`config.mk`:
```
export PLATFORM = sky130hd
export DESIGN_NAME = coefficient_compress_packer
export DESIGN_NICKNAME = d
export VERILOG_FILES = /design/src/ccp_pkg.sv /design/src/ccp_front.sv /design/src/ccp_queue.sv /design/src/ccp_back.sv /design/src/coefficient_compress_packer.sv
export SDC_FILE = /design/constraint.sdc
export NUM_CORES = 1
export LEC_CHECK = 0
export ABC_AREA = 1
export BUFFER_PORTS_ARGS = -buffer_cell sky130_fd_sc_hd__buf_2
export CAP_MARGIN = 10
export CORE_ASPECT_RATIO = 1.75
export CORE_UTILIZATION = 61
export CTS_CLUSTER_SIZE = 12
export DETAILED_ROUTE_END_ITERATION = 8
export MAX_ROUTING_LAYER = met4
export PLACE_DENSITY_LB_ADDON = 0.12
export SLEW_MARGIN = 20
export SYNTH_ARGS = -nofsm -noshare
export SYNTH_HDL_FRONTEND = slang
export SYNTH_HIERARCHICAL = 1
export SYNTH_SLANG_ARGS = --single-unit
```
`constraint.sdc`:
```
create_clock -name clock -period 7.7 [get_ports clock]
set_input_delay 0.385 -clock clock [delete_from_list [all_inputs] [get_ports clock]]
set_output_delay 0.385 -clock clock [all_outputs]
set_load 0.1 [all_outputs]
```
`src/ccp_pkg.sv`:
```
// ----------------------------------------------------------------------------
// ccp_pkg
// shared types, constants and the per-mode compression parameters of the
// coefficient compress packer
// ----------------------------------------------------------------------------
package ccp_pkg;

   localparam int COEFFS_PER_POLY = 256;
   localparam int IDX_W           = $clog2(COEFFS_PER_POLY);
   localparam logic [IDX_W-1:0] LAST_IDX = IDX_W'(COEFFS_PER_POLY - 1);

   localparam int QUEUE_DEPTH = 4;
   localparam int QPTR_W      = $clog2(QUEUE_DEPTH);
   localparam int QCNT_W      = QPTR_W + 1;

   localparam int COEFF_W = 14;
   localparam int MODE_W  = 2;

   localparam logic [MODE_W-1:0] MODE_Q3329_L4 = 2'd0;
   localparam logic [MODE_W-1:0] MODE_Q3329_L5 = 2'd1;
   localparam logic [MODE_W-1:0] MODE_Q7681_L4 = 2'd2;

   typedef struct packed {
      logic [12:0] q;
      logic        l5;
      logic [11:0] bias;
      logic [16:0] mult;
   } param_type;

   // one compressed value on its way from the front to the packer
   typedef struct packed {
      logic       l5;
      logic [4:0] value;
   } qentry_type;

   function automatic param_type mode_params(input logic [MODE_W-1:0] mode);
      param_type p;
      unique case (mode)
         MODE_Q3329_L5: begin
            p.q = 13'd3329; p.l5 = 1'b1; p.bias = 12'd1664; p.mult = 17'd40318;
         end
         MODE_Q7681_L4: begin
            p.q = 13'd7681; p.l5 = 1'b0; p.bias = 12'd3840; p.mult = 17'd34948;
         end
         default: begin
            p.q = 13'd3329; p.l5 = 1'b0; p.bias = 12'd1665; p.mult = 17'd80635;
         end
      endcase
      return p;
   endfunction

endpackage

```
`src/ccp_front.sv`:
```
// ----------------------------------------------------------------------------
// ccp_front
// two-stage front: modulus fix-up and pre-scale, then the constant multiply
// and extraction of the compressed value
// ----------------------------------------------------------------------------
module ccp_front (
   input  logic                          clock,
   input  logic                          reset,
   input  logic [ccp_pkg::MODE_W-1:0]    mode,
   input  logic                          req_valid,
   output logic                          req_ready,
   input  logic signed [ccp_pkg::COEFF_W-1:0] req_coefficient,
   output logic                          push,
   output ccp_pkg::qentry_type           push_entry,
   input  logic                          q_ready
);
   import ccp_pkg::*;

   param_type   par;
   logic [31:0] c_ext;
   logic [31:0] u;
   logic [31:0] a;
   logic [31:0] prod;
   logic        req_transfer;
   logic        s1_move;
   logic        s2_free;

   logic        s1_valid_ff, s1_valid_in;
   logic [31:0] s1_a_ff;
   logic [16:0] s1_mult_ff;
   logic        s1_l5_ff;
   logic        s2_valid_ff, s2_valid_in;
   qentry_type  s2_entry_ff, s2_entry_in;

   always_comb begin
      par   = mode_params(mode);
      c_ext = {{(32-COEFF_W){req_coefficient[COEFF_W-1]}}, req_coefficient};
      u     = req_coefficient[COEFF_W-1] ? c_ext + {19'b0, par.q} : c_ext;
      a     = (par.l5 ? {u[26:0], 5'b0} : {u[27:0], 4'b0}) + {20'b0, par.bias};
   end

   assign s2_free      = !s2_valid_ff || q_ready;
   assign s1_move      = s1_valid_ff && s2_free;
   assign req_ready    = !s1_valid_ff || s2_free;
   assign req_transfer = req_valid && req_ready;
   assign s1_valid_in  = (s1_valid_ff && !s2_free) || req_transfer;
   assign s2_valid_in  = (s2_valid_ff && !q_ready) || s1_move;

   always_comb begin
      prod              = s1_a_ff * {15'b0, s1_mult_ff};
      s2_entry_in.l5    = s1_l5_ff;
      s2_entry_in.value = s1_l5_ff ? prod[31:27] : {1'b0, prod[31:28]};
   end

   always_ff @(posedge clock) begin
      if (reset) begin
         s1_valid_ff <= 1'b0;
         s2_valid_ff <= 1'b0;
      end else begin
         s1_valid_ff <= s1_valid_in;
         s2_valid_ff <= s2_valid_in;
      end
   end

   always_ff @(posedge clock) begin
      if (req_transfer) begin
         s1_a_ff    <= a;
         s1_mult_ff <= par.mult;
         s1_l5_ff   <= par.l5;
      end
      if (s1_move) begin
         s2_entry_ff <= s2_entry_in;
      end
   end

   assign push       = s2_valid_ff && q_ready;
   assign push_entry = s2_entry_ff;

`ifndef NO_ASSERTIONS
   a_no_accept_when_blocked: assert property (@(posedge clock) disable iff (reset)
      (s1_valid_ff && s2_valid_ff && !q_ready) |-> !req_ready)
      else $error("front accepted a transfer with both stages blocked");
   a_stage2_kept: assert property (@(posedge clock) disable iff (reset)
      (s2_valid_ff && !q_ready) |=> (s2_valid_ff && $stable(s2_entry_ff)))
      else $error("stalled multiply result lost");
   a_stage1_flows: assert property (@(posedge clock) disable iff (reset)
      s1_move |=> s2_valid_ff)
      else $error("stage one moved but stage two empty");
`endif

endmodule

```
`src/ccp_queue.sv`:
```
// ----------------------------------------------------------------------------
// ccp_queue
// short queue of compressed values between the front and the packer
// ----------------------------------------------------------------------------
module ccp_queue (
   input  logic                clock,
   input  logic                reset,
   input  logic                push,
   input  ccp_pkg::qentry_type push_entry,
   output logic                q_ready,
   output logic                q_valid,
   output ccp_pkg::qentry_type q_entry,
   input  logic                pop
);
   import ccp_pkg::*;

   qentry_type          mem_ff [QUEUE_DEPTH];
   logic [QPTR_W-1:0]   wr_ptr_ff, wr_ptr_in;
   logic [QPTR_W-1:0]   rd_ptr_ff, rd_ptr_in;
   logic [QCNT_W-1:0]   count_ff, count_in;

   assign q_ready = count_ff != QCNT_W'(QUEUE_DEPTH);
   assign q_valid = count_ff != '0;
   assign q_entry = mem_ff[rd_ptr_ff];

   always_comb begin
      wr_ptr_in = wr_ptr_ff;
      rd_ptr_in = rd_ptr_ff;
      count_in  = count_ff;
      if (push) begin
         wr_ptr_in = (wr_ptr_ff == QPTR_W'(QUEUE_DEPTH - 1)) ? '0 : wr_ptr_ff + 1'b1;
      end
      if (pop) begin
         rd_ptr_in = (rd_ptr_ff == QPTR_W'(QUEUE_DEPTH - 1)) ? '0 : rd_ptr_ff + 1'b1;
      end
      if (push && !pop) begin
         count_in = count_ff + 1'b1;
      end else if (pop && !push) begin
         count_in = count_ff - 1'b1;
      end
   end

   always_ff @(posedge clock) begin
      if (reset) begin
         wr_ptr_ff <= '0;
         rd_ptr_ff <= '0;
         count_ff  <= '0;
      end else begin
         wr_ptr_ff <= wr_ptr_in;
         rd_ptr_ff <= rd_ptr_in;
         count_ff  <= count_in;
      end
   end

   always_ff @(posedge clock) begin
      if (push) begin
         mem_ff[wr_ptr_ff] <= push_entry;
      end
   end

`ifndef NO_ASSERTIONS
   a_no_overflow: assert property (@(posedge clock) disable iff (reset)
      push |-> q_ready)
      else $error("push into full queue");
   a_no_underflow: assert property (@(posedge clock) disable iff (reset)
      pop |-> q_valid)
      else $error("pop from empty queue");
   a_count_range: assert property (@(posedge clock) disable iff (reset)
      count_ff <= QCNT_W'(QUEUE_DEPTH))
      else $error("queue count out of range");
`endif

endmodule

```
`src/ccp_back.sv`:
```
// ----------------------------------------------------------------------------
// ccp_back
// bit packer: gathers compressed values into bytes, tracks the position in
// the polynomial and holds the outgoing byte in an output register
// ----------------------------------------------------------------------------
module ccp_back (
   input  logic                clock,
   input  logic                reset,
   input  logic                q_valid,
   input  ccp_pkg::qentry_type q_entry,
   output logic                pop,
   output logic                rsp_valid,
   input  logic                rsp_ready,
   output logic [7:0]          rsp_out_byte,
   output logic                rsp_last_byte
);
   import ccp_pkg::*;

   logic [11:0]      buf_ff, buf_in;
   logic [3:0]       held_ff, held_in;
   logic [IDX_W-1:0] idx_ff, idx_in;
   logic             rsp_valid_ff, rsp_valid_in;
   logic [7:0]       byte_ff;
   logic             last_ff;

   logic [11:0] merged;
   logic [3:0]  sum;
   logic        at_last;
   logic        emit;

   assign pop     = q_valid && (!rsp_valid_ff || rsp_ready);
   assign at_last = idx_ff == LAST_IDX;

   always_comb begin
      merged  = buf_ff | ({7'b0, q_entry.value} << held_ff);
      sum     = held_ff + (q_entry.l5 ? 4'd5 : 4'd4);
      buf_in  = buf_ff;
      held_in = held_ff;
      idx_in  = idx_ff;
      emit    = 1'b0;
      if (pop) begin
         if (at_last) begin
            emit    = 1'b1;
            buf_in  = '0;
            held_in = '0;
            idx_in  = '0;
         end else begin
            idx_in = idx_ff + 1'b1;
            if (sum >= 4'd8) begin
               emit    = 1'b1;
               buf_in  = {8'b0, merged[11:8]};
               held_in = sum - 4'd8;
            end else begin
               buf_in  = merged;
               held_in = sum;
            end
         end
      end
      rsp_valid_in = emit || (rsp_valid_ff && !rsp_ready);
   end

   always_ff @(posedge clock) begin
      if (reset) begin
         buf_ff       <= '0;
         held_ff      <= '0;
         idx_ff       <= '0;
         rsp_valid_ff <= 1'b0;
      end else begin
         buf_ff       <= buf_in;
         held_ff      <= held_in;
         idx_ff       <= idx_in;
         rsp_valid_ff <= rsp_valid_in;
      end
   end

   always_ff @(posedge clock) begin
      if (emit) begin
         byte_ff <= merged[7:0];
         last_ff <= at_last;
      end
   end

   assign rsp_valid     = rsp_valid_ff;
   assign rsp_out_byte  = byte_ff;
   assign rsp_last_byte = last_ff;

`ifndef NO_ASSERTIONS
   a_held_below_byte: assert property (@(posedge clock) disable iff (reset)
      held_ff < 4'd8)
      else $error("packer holds a full byte");
   a_last_clears: assert property (@(posedge clock) disable iff (reset)
      (pop && at_last) |=> (idx_ff == '0 && held_ff == '0 && buf_ff == '0
                             && rsp_valid_ff && rsp_last_byte))
      else $error("end of polynomial not handled");
   a_index_steps: assert property (@(posedge clock) disable iff (reset)
      (pop && !at_last) |=> idx_ff == $past(idx_ff) + 1'b1)
      else $error("coefficient index did not advance");
   a_buf_fits: assert property (@(posedge clock) disable iff (reset)
      (held_ff <= 4'd4) |-> (buf_ff[11:8] == 4'b0))
      else $error("stale bits above the held count");
`endif

endmodule

```
`src/coefficient_compress_packer.sv`:
```
// ----------------------------------------------------------------------------
// coefficient_compress_packer
// compresses signed polynomial coefficients to 4 or 5 bits and packs them
// LSB-first into bytes, flagging the last byte of each polynomial
// ----------------------------------------------------------------------------
// One coefficient is taken per clock cycle, sustained, while rsp_ready
// stays high. A coefficient passes a pre-scale stage and a constant-multiply
// stage, waits in a four-entry queue and is packed by a bit buffer update
// into the byte output register; the first byte it completes goes through
// the stage-one, stage-two, queue and output registers. Throughput is set
// by the packer, which takes one value per cycle while the output register
// is free or being emptied. The mode register selects the modulus and width
// (0: 3329 with 4 bits, 1: 3329 with 5 bits, 2: 7681 with 4 bits, 3 as 0);
// the user must write it only while no transfer is in flight, and the block does not enforce this.
module coefficient_compress_packer (
   input  logic                                clock,
   input  logic                                reset,
   input  logic                                csr_write_enable,
   input  logic [ccp_pkg::MODE_W-1:0]          csr_write_data,
   input  logic                                req_valid,
   output logic                                req_ready,
   input  logic signed [ccp_pkg::COEFF_W-1:0]  req_coefficient,
   output logic                                rsp_valid,
   input  logic                                rsp_ready,
   output logic [7:0]                          rsp_out_byte,
   output logic                                rsp_last_byte
);
   import ccp_pkg::*;

   logic [MODE_W-1:0] mode_ff;
   logic              push;
   qentry_type        push_entry;
   logic              q_ready;
   logic              q_valid;
   qentry_type        q_entry;
   logic              pop;

   always_ff @(posedge clock) begin
      if (reset) begin
         mode_ff <= MODE_Q3329_L4;
      end else if (csr_write_enable) begin
         mode_ff <= csr_write_data;
      end
   end

   ccp_front u_front (
      .clock           (clock),
      .reset           (reset),
      .mode            (mode_ff),
      .req_valid       (req_valid),
      .req_ready       (req_ready),
      .req_coefficient (req_coefficient),
      .push            (push),
      .push_entry      (push_entry),
      .q_ready         (q_ready)
   );

   ccp_queue u_queue (
      .clock      (clock),
      .reset      (reset),
      .push       (push),
      .push_entry (push_entry),
      .q_ready    (q_ready),
      .q_valid    (q_valid),
      .q_entry    (q_entry),
      .pop        (pop)
   );

   ccp_back u_back (
      .clock         (clock),
      .reset         (reset),
      .q_valid       (q_valid),
      .q_entry       (q_entry),
      .pop           (pop),
      .rsp_valid     (rsp_valid),
      .rsp_ready     (rsp_ready),
      .rsp_out_byte  (rsp_out_byte),
      .rsp_last_byte (rsp_last_byte)
   );

endmodule

```
==> impl_metrics.py <==
metrics = {
    "logic_synthesis": {
        "syn_inst": 1829,
        "netlist_area_um2": 15100,
        "synthFlopType": "edfxtp_1",
        "synth.distinct_cells": 50,
        "synth_top_family_by_area": "adder cells",
        "synth_compound_area_frac": 0.0612,
        "yosys_warnings": 6,
        "synth-adder-area-share": 0.400,
        "avgSynthCellArea_um2": 8.28,
        "synth_xor_area_frac": 0.0231,
        "ys_seq_area_frac": 0.191,
        "async_flop_share": 0,
        "synth-simple-area-share": 0.188,
        "synth-seq-cells": 109,
        "syn_nets": 2197,
        "synthMuxAreaShare": 0.000661,
        "synth_edf_count": 71,
    },
    "cts": {
        "hold_buffers": 0,
        "path_clk_slew_ps": 80,
        "clock-root-buffer": "clkbuf_16",
        "clock_path_buffers": 2,
        "clock_latency_ps": 380,
        "cts_tree": "built",
        "clock-sinks": 109,
        "cts_max_level": 3,
        "post_cts.repair.setup_buffers": 0,
        "cts-buffers-inserted": 9,
        "post_cts_resized": 0,
    },
    "grt": {
        "grt_use_met2": 0.634,
        "use_met1": 0.295,
        "top_usage_layer": "met2",
        "grt_usage": 0.346,
        "antenna_found_initial": 0,
        "grt_pass1_wl_mm": 62.6,
        "grtUsageMet3": 0.0492,
        "grt_pass1_vias": 12587,
        "grt_max_degree": 34,
        "grt-ovfl-total": 0,
    },
    "routing": {
        "drc": 0,
        "vias": 11520,
        "ant_nets": 0,
        "totalWireLength_mm": 38.8,
        "drt-vias-per-instance": 5.34,
        "avgRoutedWirePerCell_um": 18.0,
        "dr.pass1.iters": 5,
        "drt_iter0_drc": 401,
    },
    "critical_path": {
        "cp_max_fo": 24,
        "worstSetupPathType": "reg -> reg",
        "critPathRequiredTime_ps": 7840,
        "critical_path.max_stage_delay_ps": 710,
        "crit_family": "adder cells",
        "arrival_ps": 6510,
        "crit_slowest_cell": "edfxtp_1",
        "worstSetupEndpointType": "flip-flop",
        "crit_start": "u_front/s1_mult_ff[13]",
        "r2r-start": "u_front/s1_mult_ff[13]",
        "start_kind": "flip-flop",
        "worst-path-buf-inv": 7,
        "crit_path_cell_trace": "buf_4 > nand2_1 > fa_1 > inv_1 > fa_1 > inv_1 > fa_1 > inv_1 > fa_1 > fa_1 > inv_1 > fa_1 > inv_1 > ha_1 > inv_1 > o21ai_0 > nand3_1 > nand3_1 > o21ba_2 > nand2_1 > nand3_1 > nand3_1 > nand2_1",
    },
    "finish": {
        "layout_common_cells": "inv_1 (491), nand2_1 (372), fa_1 (228), ha_1 (119), nor2_1 (89)",
        "fill_cells": 2150,
        "final_common_cell": "inv_1",
        "syn_to_final_growth_pct": 4.86,
        "nNetsFinal": 2214,
        "final_layout_size_suffix_gt1_frac": 0.0665,
        "antennaDiodeCount": 0,
    },
    "sta": {
        "fin_skew_ps": 14.0,
        "tightest_slew_ps": 1030,
        "hold_viol": 0,
        "period_share": 0.827,
        "setup_violations": 0,
        "tns_ps": 0,
        "slew_violations": 0,
        "fin_crit_ps": 6370,
        "rsz0062_at_grt": "false",
        "maxSlewHeadroom": 0.313,
        "max_freq_mhz": 157,
    },
    "floorplanning": {
        "rows": 75,
        "start_util": 0.625,
        "die_w_um": 121,
        "die-area_um2": 25500,
        "die_h_um": 210,
        "coreArea_um2": 24200,
        "ios": 32,
    },
    "placement": {
        "hpwl_mm": 33.9,
        "gp_congestion": 0.957,
        "portBuffers": 31,
    },
    "worst_hold_path": {
        "min_from": "req_valid",
        "hp-class": "in -> reg",
    },
    "job": {
        "cap_violations": 0,
    },
    "outcome": {
        "status": "completed",
    },
}
registers in the layout (all words and copies together) (netlist names), named ones only:
register,flops
u_front/s2_valid_ff,1
u_queue/wr_ptr_ff,2
u_front/s1_valid_ff,1
u_back/rsp_valid,1
u_queue/rd_ptr_ff,2
u_back/held_ff,4
u_queue/count_ff,3
u_back/idx_ff,8
u_back/buf_ff,12
u_front/s1_mult_ff,5
mode_ff,2
u_front/push_entry,6
u_back/rsp_last_byte,1
u_queue/mem_ff,24
u_back/rsp_out_byte,8
u_front/s1_a_ff,27
cell families after synthesis:
group                      Yosys count
and+or+nand+nor                    637
muxes                                1
adders and majority gates          347
buffers and inverters              538
DFF                                109
xor gates and xnor gates            40
AOI/OAI and AO/OA                  157
cell type report:
class / instances / area (um2) / share of cell area
Clock buffer: 9 / 225 / 0.0142
Sequential cell: 109 / 2890 / 0.182
Tap cell: 308 / 385 / 0.0243
Clock inverter: 7 / 83.8 / 0.00528
Inverter: 507 / 1910 / 0.120
Timing Repair Buffer: 37 / 200 / 0.0126
Multi-Input combinational cell: 1182 / 10200 / 0.641
worst paths after layout:
kind	end	slack, ps	depth (start not counted)
worst max-delay path	u_front/push_entry[3]	1330	23
worst min-delay path	u_front/s1_valid_ff	260	3
worst max register to register	u_front/push_entry[3]	1330	23
worst min register to register	u_front/s2_valid_ff	490	2
through the flow:
| step | instances | instance area, um2 | hold WS [ps] | setup WS, ps | utilization |
|---|---|---|---|---|---|
| global placement | 2143 | 15600 | 466 | 1400 | 0.643 |
| finish | 2159 | 15900 | 256 | 1330 | 0.656 |
| detailed placement | 2143 | 15600 | 475 | 1390 | 0.643 |
| floorplan | 1829 | 15100 | 424 | 1690 | - |
| CTS | 2159 | 15900 | 234 | 1360 | 0.656 |
| global route | 2159 | 15900 | 285 | 946 | 0.656 |
worst min-delay path, delay by kind of cell:
kind	cells	cell delay, ps
buffers and inverters	2	150
AOI/OAI and AO/OA	1	50
routing by layer:
| layer | wire (um) | up-vias | share of wire |
|---|---|---|---|
| met3 | 1160 | 178 | 0.030 |
| met4 | 4080 | 0 | 0.11 |
| met2 | 21300 | 288 | 0.55 |
| li1 | - | 5555 | - |
| met5 | 0 | - | 0 |
| met1 | 12300 | 5499 | 0.32 |
cells in the mapped netlist (8+ instances only):
cell | instances | area [um2]
nand4_1 | 15 | 93.8
o21ai_0 | 42 | 210
fa_1 | 228 | 4560
nor2_1 | 89 | 334
ha_1 | 119 | 1490
o21ai_1 | 13 | 65.1
a21oi_1 | 50 | 250
a21o_1 | 9 | 67.6
inv_1 | 491 | 1840
inv_2 | 15 | 56.3
nor3_1 | 11 | 55.1
clkbuf_1 | 12 | 45.0
nor2_4 | 8 | 90.1
nand2_2 | 15 | 93.8
dfxtp_1 | 38 | 761
buf_2 | 10 | 50.1
nand2_1 | 372 | 1400
nand3_1 | 88 | 440
xnor2_1 | 8 | 70.1
xor2_1 | 32 | 280
edfxtp_1 | 71 | 2130
o21bai_1 | 17 | 128
Power is not shown: default switching activity piles up to over one toggle a cycle in this logic, so the estimate is an artifact.
